**config.mk**
```make
export PLATFORM = sky130hd
export DESIGN_NAME = byte_ring_fifo_chunked_top
export DESIGN_NICKNAME = d
export VERILOG_FILES = /design/src/design/brf_pkg.sv /design/src/design/brf_byte_ram.sv /design/src/design/brf_ctrl.sv /design/src/design/byte_ring_fifo_chunked_top.sv
export SDC_FILE = /design/constraint.sdc
export NUM_CORES = 2
export LEC_CHECK = 0
export BUFFER_PORTS_ARGS = -buffer_cell sky130_fd_sc_hd__clkbuf_2
export CORE_ASPECT_RATIO = 2
export CORE_MARGIN = 2
export CORE_UTILIZATION = 50
export CTS_CLUSTER_DIAMETER = 150
export DETAILED_ROUTE_END_ITERATION = 12
export PLACE_DENSITY = 0.73
export SYNTH_ARGS = -nofsm -noshare
export SYNTH_HDL_FRONTEND = slang
export SYNTH_SLANG_ARGS = --single-unit
export TNS_END_PERCENT = 10
```
**constraint.sdc**
```tcl
create_clock -name clk -period 8 [get_ports clk]
set_input_delay 1.2 -clock clk [delete_from_list [all_inputs] [get_ports clk]]
set_output_delay 1.2 -clock clk [all_outputs]
set_load 0.005 [all_outputs]
```
**src/design/brf_pkg.sv**
```systemverilog
// Package for the chunked circular byte FIFO.
// Holds the sizing constants, the mode and status codes and the beat types.
// Used by brf_ctrl and byte_ring_fifo_chunked_top; has no dependencies.
package brf_pkg;

  // Sizing of the byte store and the request chunk.
  localparam int DEPTH     = 256;
  localparam int MAX_CHUNK = 8;
  localparam int PTR_W     = $clog2(DEPTH);
  localparam int CNT_W     = $clog2(DEPTH + 1);
  localparam int LEN_W     = 4;
  localparam int LANE_W    = 3;
  localparam int DATA_W    = 64;

  // Request modes.
  localparam logic [1:0] MODE_PUSH  = 2'd0;
  localparam logic [1:0] MODE_POP   = 2'd1;
  localparam logic [1:0] MODE_PEEK  = 2'd2;
  localparam logic [1:0] MODE_CLEAR = 2'd3;

  // Result status codes.
  localparam logic [1:0] STATUS_DONE      = 2'd0;
  localparam logic [1:0] STATUS_OVERFLOW  = 2'd1;
  localparam logic [1:0] STATUS_UNDERFLOW = 2'd2;

  // Input beat.
  typedef struct packed {
    logic [1:0]        mode;
    logic [LEN_W-1:0]  byte_count;
    logic [DATA_W-1:0] push_bytes;
  } in_item_t;

  // Result beat.
  typedef struct packed {
    logic [DATA_W-1:0] read_bytes;
    logic [1:0]        status;
    logic [CNT_W-1:0]  fill_level;
    logic [CNT_W-1:0]  free_space;
  } out_item_t;

  // Byte store access from the controller.
  typedef struct packed {
    logic             we;
    logic [PTR_W-1:0] waddr;
    logic [7:0]       wdata;
    logic             re;
    logic [PTR_W-1:0] raddr;
  } mem_req_t;

endpackage

```
**src/design/brf_byte_ram.sv**
```systemverilog
// Simple dual-port RAM with one write port and one registered read port.
// Generic; used as the byte store of the FIFO. No package dependencies.
module brf_byte_ram #(
  parameter int DATA_W = 8,
  parameter int ADDR_W = 8
) (
  input  logic              clk,
  input  logic              we,
  input  logic [ADDR_W-1:0] waddr,
  input  logic [DATA_W-1:0] wdata,
  input  logic              re,
  input  logic [ADDR_W-1:0] raddr,
  output logic [DATA_W-1:0] rdata
);

  logic [DATA_W-1:0] mem [2**ADDR_W];

  // Write port.
  always_ff @(posedge clk) begin
    if (we) begin
      mem[waddr] <= wdata;
    end
  end

  // Read port, registered.
  always_ff @(posedge clk) begin
    if (re) begin
      rdata <= mem[raddr];
    end
  end

endmodule

```
**src/design/brf_ctrl.sv**
```systemverilog
// Request sequencer of the byte FIFO: pointers, fill count and byte moves.
// Depends on brf_pkg and drives the byte store through a brf_pkg::mem_req_t.
module brf_ctrl (
  input  logic                     clk,
  input  logic                     rst_n,
  input  logic                     in_valid,
  output logic                     in_ready,
  input  brf_pkg::in_item_t        in_data,
  input  logic                     cfg_we,
  input  logic [brf_pkg::CNT_W-1:0] cap,
  output brf_pkg::mem_req_t        mem_req,
  input  logic [7:0]               mem_rdata,
  output logic                     res_valid,
  input  logic                     res_ready,
  output brf_pkg::out_item_t       res_data
);

  typedef enum logic [3:0] {
    ST_IDLE  = 4'b0001,
    ST_WRITE = 4'b0010,
    ST_READ  = 4'b0100,
    ST_DONE  = 4'b1000
  } state_t;

  state_t                          state_r, state_nxt;
  logic [1:0]                      mode_r, mode_nxt;
  logic [brf_pkg::LEN_W-1:0]       len_r, len_nxt;
  logic [brf_pkg::DATA_W-1:0]      data_r, data_nxt;
  logic [brf_pkg::DATA_W-1:0]      rd_r, rd_nxt;
  logic [1:0]                      status_r, status_nxt;
  logic [brf_pkg::PTR_W-1:0]       rp_r, rp_nxt;
  logic [brf_pkg::PTR_W-1:0]       wp_r, wp_nxt;
  logic [brf_pkg::PTR_W-1:0]       p_r, p_nxt;
  logic [brf_pkg::CNT_W-1:0]       cnt_r, cnt_nxt;
  logic [brf_pkg::LEN_W-1:0]       step_r, step_nxt;
  logic [brf_pkg::LANE_W-1:0]      lane_r, lane_nxt;
  logic                            rvalid_r, rvalid_nxt;

  logic [brf_pkg::LEN_W-1:0]       req_len;
  logic [brf_pkg::CNT_W-1:0]       free_now;
  logic [brf_pkg::LEN_W-1:0]       len_last;

  // Step a pointer by one slot, wrapping at the capacity.
  function automatic logic [brf_pkg::PTR_W-1:0] advance(
    input logic [brf_pkg::PTR_W-1:0] p,
    input logic [brf_pkg::CNT_W-1:0] c
  );
    logic [brf_pkg::CNT_W-1:0] inc;
    inc = {1'b0, p} + 1'b1;
    return (inc >= c) ? '0 : inc[brf_pkg::PTR_W-1:0];
  endfunction

  // Saturate the requested length to the chunk size.
  assign req_len  = (in_data.byte_count > brf_pkg::LEN_W'(brf_pkg::MAX_CHUNK)) ?
                    brf_pkg::LEN_W'(brf_pkg::MAX_CHUNK) : in_data.byte_count;
  assign free_now = cap - cnt_r;
  assign len_last = len_r - 1'b1;

  // Result fields come straight from the registers while in the done state.
  assign res_valid           = (state_r == ST_DONE);
  assign res_data.read_bytes = rd_r;
  assign res_data.status     = status_r;
  assign res_data.fill_level = cnt_r;
  assign res_data.free_space = cap - cnt_r;
  assign in_ready            = (state_r == ST_IDLE);

  // Sequencer: per cycle, ST_WRITE writes a byte and ST_READ issues a read.
  always_comb begin
    state_nxt  = state_r;
    mode_nxt   = mode_r;
    len_nxt    = len_r;
    data_nxt   = data_r;
    rd_nxt     = rd_r;
    status_nxt = status_r;
    rp_nxt     = rp_r;
    wp_nxt     = wp_r;
    p_nxt      = p_r;
    cnt_nxt    = cnt_r;
    step_nxt   = step_r;
    lane_nxt   = lane_r;
    rvalid_nxt = 1'b0;
    mem_req    = '0;

    unique case (state_r)
      ST_IDLE: begin
        if (in_valid) begin
          mode_nxt   = in_data.mode;
          len_nxt    = req_len;
          data_nxt   = in_data.push_bytes;
          rd_nxt     = '0;
          status_nxt = brf_pkg::STATUS_DONE;
          p_nxt      = rp_r;
          step_nxt   = '0;
          lane_nxt   = '0;
          state_nxt  = ST_DONE;
          unique case (in_data.mode) inside
            brf_pkg::MODE_PUSH: begin
              if (brf_pkg::CNT_W'(req_len) > free_now) begin
                status_nxt = brf_pkg::STATUS_OVERFLOW;
              end else if (req_len != '0) begin
                state_nxt = ST_WRITE;
              end
            end
            brf_pkg::MODE_POP, brf_pkg::MODE_PEEK: begin
              if (brf_pkg::CNT_W'(req_len) > cnt_r) begin
                status_nxt = brf_pkg::STATUS_UNDERFLOW;
              end else if (req_len != '0) begin
                state_nxt = ST_READ;
              end
            end
            brf_pkg::MODE_CLEAR: begin
              rp_nxt  = '0;
              wp_nxt  = '0;
              cnt_nxt = '0;
            end
            default: begin
              state_nxt = ST_DONE;
            end
          endcase
        end
      end

      ST_WRITE: begin
        mem_req.we    = 1'b1;
        mem_req.waddr = wp_r;
        mem_req.wdata = data_r[7:0];
        data_nxt      = data_r >> 8;
        wp_nxt        = advance(wp_r, cap);
        step_nxt      = step_r + 1'b1;
        if (step_r == len_last) begin
          cnt_nxt   = cnt_r + brf_pkg::CNT_W'(len_r);
          state_nxt = ST_DONE;
        end
      end

      ST_READ: begin
        // Issue side: one address per cycle until all are out.
        if (step_r < len_r) begin
          mem_req.re    = 1'b1;
          mem_req.raddr = p_r;
          p_nxt         = advance(p_r, cap);
          step_nxt      = step_r + 1'b1;
          rvalid_nxt    = 1'b1;
        end
        // Return side: data lands in the cycle after its address.
        if (rvalid_r) begin
          rd_nxt[{lane_r, 3'b000} +: 8] = mem_rdata;
          lane_nxt = lane_r + 1'b1;
          if ({1'b0, lane_r} == len_last) begin
            if (mode_r == brf_pkg::MODE_POP) begin
              rp_nxt  = p_r;
              cnt_nxt = cnt_r - brf_pkg::CNT_W'(len_r);
            end
            state_nxt = ST_DONE;
          end
        end
      end

      ST_DONE: begin
        if (res_ready) begin
          state_nxt = ST_IDLE;
        end
      end

      default: begin
        state_nxt = ST_IDLE;
      end
    endcase

    // A capacity write empties the buffer.
    if (cfg_we) begin
      rp_nxt  = '0;
      wp_nxt  = '0;
      cnt_nxt = '0;
    end
  end

  // Control state.
  always_ff @(posedge clk) begin
    if (!rst_n) begin
      state_r  <= ST_IDLE;
      rp_r     <= '0;
      wp_r     <= '0;
      cnt_r    <= '0;
      rvalid_r <= 1'b0;
    end else begin
      state_r  <= state_nxt;
      rp_r     <= rp_nxt;
      wp_r     <= wp_nxt;
      cnt_r    <= cnt_nxt;
      rvalid_r <= rvalid_nxt;
    end
  end

  // Working registers of the current request.
  always_ff @(posedge clk) begin
    mode_r   <= mode_nxt;
    len_r    <= len_nxt;
    data_r   <= data_nxt;
    rd_r     <= rd_nxt;
    status_r <= status_nxt;
    p_r      <= p_nxt;
    step_r   <= step_nxt;
    lane_r   <= lane_nxt;
  end

endmodule

```
**src/design/byte_ring_fifo_chunked_top.sv**
```systemverilog
// Chunked circular byte FIFO, top level: capacity register and result stage.
// One request at a time: clear, refused or empty requests go straight to the
// result; a push writes its bytes one by one and a pop or peek reads them one
// by one through the byte-wide store, and each result passes the output register.
// Reset (rst_n, synchronous): empty buffer, capacity 256; store contents stay.
module byte_ring_fifo_chunked_top (
  input  logic                     clk,
  input  logic                     rst_n,
  input  logic                     in_valid,
  output logic                     in_ready,
  input  brf_pkg::in_item_t        in_data,
  output logic                     out_valid,
  input  logic                     out_ready,
  output brf_pkg::out_item_t       out_data,
  input  logic                     cfg_we,
  input  logic [brf_pkg::CNT_W-1:0] cfg_wdata
);

  logic [brf_pkg::CNT_W-1:0] cap_r;
  logic [brf_pkg::CNT_W-1:0] cap_eff;
  brf_pkg::mem_req_t         mem_req;
  logic [7:0]                mem_rdata;
  logic                      res_valid;
  logic                      res_ready;
  brf_pkg::out_item_t        res_data;
  logic                      out_valid_r;
  brf_pkg::out_item_t        out_r;

  // Capacity register; zero acts as one slot, oversize values as the full store.
  always_ff @(posedge clk) begin
    if (!rst_n) begin
      cap_r <= brf_pkg::CNT_W'(brf_pkg::DEPTH);
    end else if (cfg_we) begin
      cap_r <= cfg_wdata;
    end
  end

  assign cap_eff = (cap_r == '0) ? brf_pkg::CNT_W'(1) :
                   (cap_r > brf_pkg::CNT_W'(brf_pkg::DEPTH)) ?
                   brf_pkg::CNT_W'(brf_pkg::DEPTH) : cap_r;

  // Byte store.
  brf_byte_ram #(
    .DATA_W (8),
    .ADDR_W (brf_pkg::PTR_W)
  ) u_ram (
    .clk   (clk),
    .we    (mem_req.we),
    .waddr (mem_req.waddr),
    .wdata (mem_req.wdata),
    .re    (mem_req.re),
    .raddr (mem_req.raddr),
    .rdata (mem_rdata)
  );

  // Request sequencer.
  brf_ctrl u_ctrl (
    .clk       (clk),
    .rst_n     (rst_n),
    .in_valid  (in_valid),
    .in_ready  (in_ready),
    .in_data   (in_data),
    .cfg_we    (cfg_we),
    .cap       (cap_eff),
    .mem_req   (mem_req),
    .mem_rdata (mem_rdata),
    .res_valid (res_valid),
    .res_ready (res_ready),
    .res_data  (res_data)
  );

  // Output register: frees the sequencer while a result beat waits.
  assign res_ready = !out_valid_r || out_ready;

  always_ff @(posedge clk) begin
    if (!rst_n) begin
      out_valid_r <= 1'b0;
    end else if (res_ready) begin
      out_valid_r <= res_valid;
    end
  end

  always_ff @(posedge clk) begin
    if (res_ready && res_valid) begin
      out_r <= res_data;
    end
  end

  assign out_valid = out_valid_r;
  assign out_data  = out_r;

endmodule
```
Yosys cells after proc, flatten, opt, wreduce, memory -nomap -nowiden
Memory sizes are Yosys's and may differ from the RTL's. A register that Yosys moved wholly into a read port is not among the register bits. Index checks and enable logic that the tools add are counted. W data, S select, Z words.

Memories kept: 1. Memory bits (writable): 2048. Word-level logic and storage cells: 132. Output and inout port bits: 86. Bits of input ports: 84. Bits in registers: 275.

Memories: u_ram.mem (words 256, bits a word 8, read ports 1, clocked after Yosys merged registers in 1, write ports 1, line brf_byte_ram.sv:16) `logic [DATA_W-1:0] mem [2**ADDR_W];`.

Reductions and logical operators: 21. Multiplexer cells: 54. Bitwise logic cells: 1. Shifts and indexed selects: 2. Equal/unequal tests: 18. $add $sub $neg: 9. Magnitude comparators: 7.

Operators by type and width (count): $pmux W64 S2 (2); $mux W64 (3); $mux W9 (10); $mux W8 (9); $bwmux W64 (1); $shift A8 B8 Y64 const A (1); $shiftx A8 B8 Y64 (1); $mux W4 (12); $pmux W8 S2 (3); $pmux W9 S3 (1); $add A8 B1 Y9 const B (2); $ge A9 B9 Y1 (2); $gt A4 B9 Y1 (2); $mux W17 (1); $pmux W4 S4 (1); $ne A2 B1 Y1 const B (7); $pmux W4 S3 (1); $reduce_and A3 Y1 (4); $add A9 B4 Y9 (1); $gt A9 B9 Y1 const B (1); $logic_not A9 Y1 (1); $sub A9 B4 Y9 (1); $sub A9 B9 Y9 (1); $neg A6 Y8 (1); 33 further kinds (43).

Logic depth before layout (Yosys ltp)
Word-level depth: 9. Depth in mapped cells: 17. Gate-level depth less buffers: 17.

Modules after synthesis
A second synthesis with hierarchy kept.

Cells, all modules: 4922. Area, all modules: 92821.5 µm².

Modules (own cells, without submodules): brf_byte_ram (cells each 3733, times used 1, area an instance 79636.4 µm²); brf_ctrl (cells each 1059, times used 1, area an instance 10178.5 µm²); byte_ring_fifo_chunked_top (cells each 130, times used 1, area an instance 3006.6 µm²).

Least setup slack after synthesis
Ideal clock, no wire load.

Path kind: register to register. Start: register u_ctrl.state_r[1]. End: memory u_ram.mem[0][4], data pin. Required time: 7.130 ns. Slack: 2.182 ns. Arrival: 4.949 ns. Library setup time: 0.870 ns. Stages on the path, launching flop included: 5. Path through: dfxtp_1 -> nor4b_1 -> clkbuf_1 -> clkbuf_1 -> and2_1.

RTL lines: start: declaration (line brf_ctrl.sv:25) `state_t state_r, state_nxt;`; start signal: assignment (line brf_ctrl.sv:187) `state_r <= state_nxt;`; end: declaration (line brf_byte_ram.sv:16).

Final worst setup path
Start: register u_ctrl.len_r[3] (netlist name). End: register u_ram.rdata[6] (read register of u_ram.mem), data pin.

Longest elaborated chain between the ends: 3.

RTL lines: start: declaration (line brf_ctrl.sv:27) `logic [brf_pkg::LEN_W-1:0] len_r, len_nxt;`; start signal: assignment (line brf_ctrl.sv:198) `len_r <= len_nxt;`; $lt A4 B4 Y1 (line brf_ctrl.sv:138) `if (step_r < len_r) begin`; $mux W9 (line brf_ctrl.sv:138); $mux W9 (line brf_ctrl.sv:84) `unique case (state_r)`; end: declaration (line brf_byte_ram.sv:13) `output logic [DATA_W-1:0] rdata`.

Every way passes these cells. A chain may end at the register's enable or synchronous reset.

==> impl_metrics.tcl <==
set metrics [dict create \
    overflow 0 \
    design.die.area_sq_um 189900 \
    setup_tns_ns 0 \
    power.internal_uw 18810 \
    synth-edff-count 2291 \
    initial_core_util 0.5018 \
    sequentialPowerShare 0.569 \
    clkLatencyLatePin_ns 0.86 \
    yosysTopAreaCell "edfxtp_1" \
    cts_root_buffer "clkbuf_16" \
    worstMarginPinSlew_ns 1.611 \
    area_growth_pct 10.38 \
    synthFlopType "edfxtp_1" \
    grt_max_degree 185 \
    finClkSkew_ns 0.03948 \
    fin_ws_ns 2.272 \
    end_kind "register" \
    failed_checks "max-capacitance violations, max-slew violations" \
    cts_inserted_buffers 197 \
    ys_ff_latch 2331 \
    antenna_found_initial 14 \
    synth_cell_types 88 \
    hp-class "register to register" \
    total_power_uw 23850 \
    grt_pass1_wl_um 402400 \
    portBuffers 169 \
    finalSetupViolCount 0 \
    synthesis.nets 6619 \
    avgRoutedWirePerCell_um 30.66 \
    swShare 0.2111 \
    netlist_area_sq_um 93100 \
    drtIter0Drc 10710 \
    crit_family "simple AND/OR/NAND/NOR gates" \
    cts_post_setup_buffers_inserted 0 \
    dr.pass1.iters 8 \
    pin_count 170 \
    ctsResizeCount 0 \
    h-tree-depth 4 \
    crit_buf_inv 2 \
    dp_hpwl_um 169000 \
    fmax_mhz 174.6 \
    placedCellCount 8811 \
    synthCells 6473 \
    critPathMaxStageDelay_ns 0.95 \
    rsz0062_at_grt "no" \
    cpMaxStageDelayCell "nor2_1" \
    grt_pass1_vias 57500 \
    p_per_area_nw_per_um2 232.1 \
    synth_top_area_frac 0.7389 \
    avgViaCountPerCell 6.643 \
    synth_common_cells "edfxtp_1 (2291), nand2_1 (964), nand3_1 (376)" \
    core_sq_um 185500 \
    hold_buffers 0 \
    slew_violations 4 \
    critPathKind "register to register" \
    path_depth 13 \
    cp.required_ns 8.59 \
    drive_above_1_share 0.09927 \
    vias 61050 \
    maxCapViolations 1 \
    clockBufferDepth 3 \
    cts.clk_slew.worst_paths_ns 0.06 \
    nets 6670 \
    yosysWarnings 0 \
    start_kind "register" \
    wl_um 281700 \
    drt.antenna.violating_nets 0 \
    timing.critical_path.arrival_ns 6.32 \
    drc 0 \
    finalCritPeriodShare 0.7160 \
    rows 224 \
    status "complete, but fails checks" \
    leakage_uw 0.03792 \
    place_congestion 0.9340 \
    hold_viol 0 \
    cts_sinks 2331 \
    synth.avg_cell_area_sq_um 14.38 \
    clockPowerShare 0.396 \
    period_needed_ns 5.728 \
    r2r_cells 13 \
    relSlewSlack -0.07796 \
    power_frac_comb 0.035 \
    worstPathCellList "inv_1, ha_1, a21o_1, nor2_1, nand3_4, buf_12, nor2_1, a22oi_1, nand4_1, o21ai_0, a21oi_1, a21oi_1, or4_1" \
    dp_slack_ns 2.633 \
    seq_area_frac_synth 0.7475 \
    yosysMostFrequentCell "edfxtp_1" \
    power_switching_uw 5034 \
    grt_usage 0.2919 \
    cp_max_fo 70 \
    dieHeight_um 614.3 \
    cts_tree "done" \
    hold_depth 0 \
    peakVddDrop_v 0.0002434 \
    yosys-top-cells-area "edfxtp_1 (74%), nand2_1 (3.9%), o221ai_1 (3.2%)" \
    die_w_um 309.1 \
    ys_async_sr_fraction 0 \
    finalNonFillerCells 9189 \
]
-- worst reg2reg max path, delay by kind of cell, from the launching register on --
kind | cells | cell delay, ns
compound gates | 5 | 1.13
flops | 1 | 0.40
buf+inv | 2 | 0.56
simple gates | 5 | 3.07
fa+ha+maj | 1 | 0.31
-- final cells by class --
class,count,area (sq um)
clock buffers,254,5321
multi-input cells,3630,21450
well taps,2486,3110
diodes,14,35.03
clock inverters,110,914.6
fillers,14540,82770
flip-flops and latches,2331,69600
inverters,48,180.2
repair buffers,316,2162
-- per-layer routing --
| metal | up-vias | GRT usage | share of wire |
|---|---|---|---|
| li1 | 25270 | - | - |
| met1 | 29940 | 0.3781 | 0.34 |
| met2 | 4823 | 0.4382 | 0.46 |
| met3 | 999 | 0.07219 | 0.13 |
| met4 | 12 | 0.1904 | 0.077 |
| met5 | - | 0 | 0.00042 |
-- power groups by stage --
stage / clock network (uW) / registers, uW / logic (uW)
after floorplan: 0 / 13800 / 504
after global placement: 0 / 13800 / 802
after detailed placement: 0 / 13800 / 815
after CTS: 9450 / 13600 / 820
after global routing: 9880 / 13600 / 896
final: 9450 / 13600 / 844
-- cell families after synthesis --
logic type | count (synthesis) | synth area share
DFF | 2331 | 0.7475
and+or+nand+nor | 1955 | 0.09097
AOI/OAI and AO/OA | 1332 | 0.09919
buffers and inverters | 512 | 0.02376
muxes | 245 | 0.02666
adders and majority gates | 62 | 0.008493
xor gates and xnor gates | 36 | 0.003387
-- flip-flops by register name (all words and copies together) (netlist names), 2 cells and up --
signal           cells
u_ctrl.rp_r          8
u_ctrl.status_r      2
u_ctrl.rd_r         64
u_ctrl.p_r           8
u_ctrl.state_r       4
u_ctrl.step_r        4
u_ctrl.wp_r          8
cap_r                9
u_ctrl.lane_r        3
u_ctrl.data_r       64
out_data            84
u_ctrl.len_r         4
u_ram.mem         2048
u_ctrl.cnt_r         9
u_ctrl.mode_r        2
u_ram.rdata          8
-- cells in the final DEF (no fill, tap or decap), types with 46 or more instances in the layout --
cell	count
o22ai_1	195
nor3_1	60
ha_1	60
o221ai_1	340
nand2_1	960
inv_1	46
edfxtp_1	2291
o21ai_0	118
clkbuf_16	203
clkbuf_1	46
a211oi_1	106
a31oi_1	91
nor2_1	361
nand3_1	374
clkbuf_2	169
mux2i_1	239
buf_4	130
a21oi_1	293
-- path summary, 6_finish.rpt --
kind	from	end	slack, ns
max	u_ctrl.len_r[3]	u_ram.rdata[6]	2.27
min	u_ctrl.status_r[1]	out_data[19]	0.42
max reg2reg	u_ctrl.len_r[3]	u_ram.rdata[6]	2.27
min reg2reg	u_ctrl.status_r[1]	out_data[19]	0.42
-- per-stage QoR --
| stage | utilization | hold WS, ns | area, sq um |
|---|---|---|---|
| 5_1_grt | 0.5538 | 0.4280 | 102700 |
| 2_1_floorplan | - | 0.4003 | 93100 |
| 3_3_place_gp | 0.5201 | 0.4061 | 96500 |
| 3_5_place_dp | 0.5201 | 0.4074 | 96500 |
| 6_report | 0.5539 | 0.4212 | 102800 |
| 4_1_cts | 0.5537 | 0.4221 | 102700 |
Power figures use the tool's default switching activity.
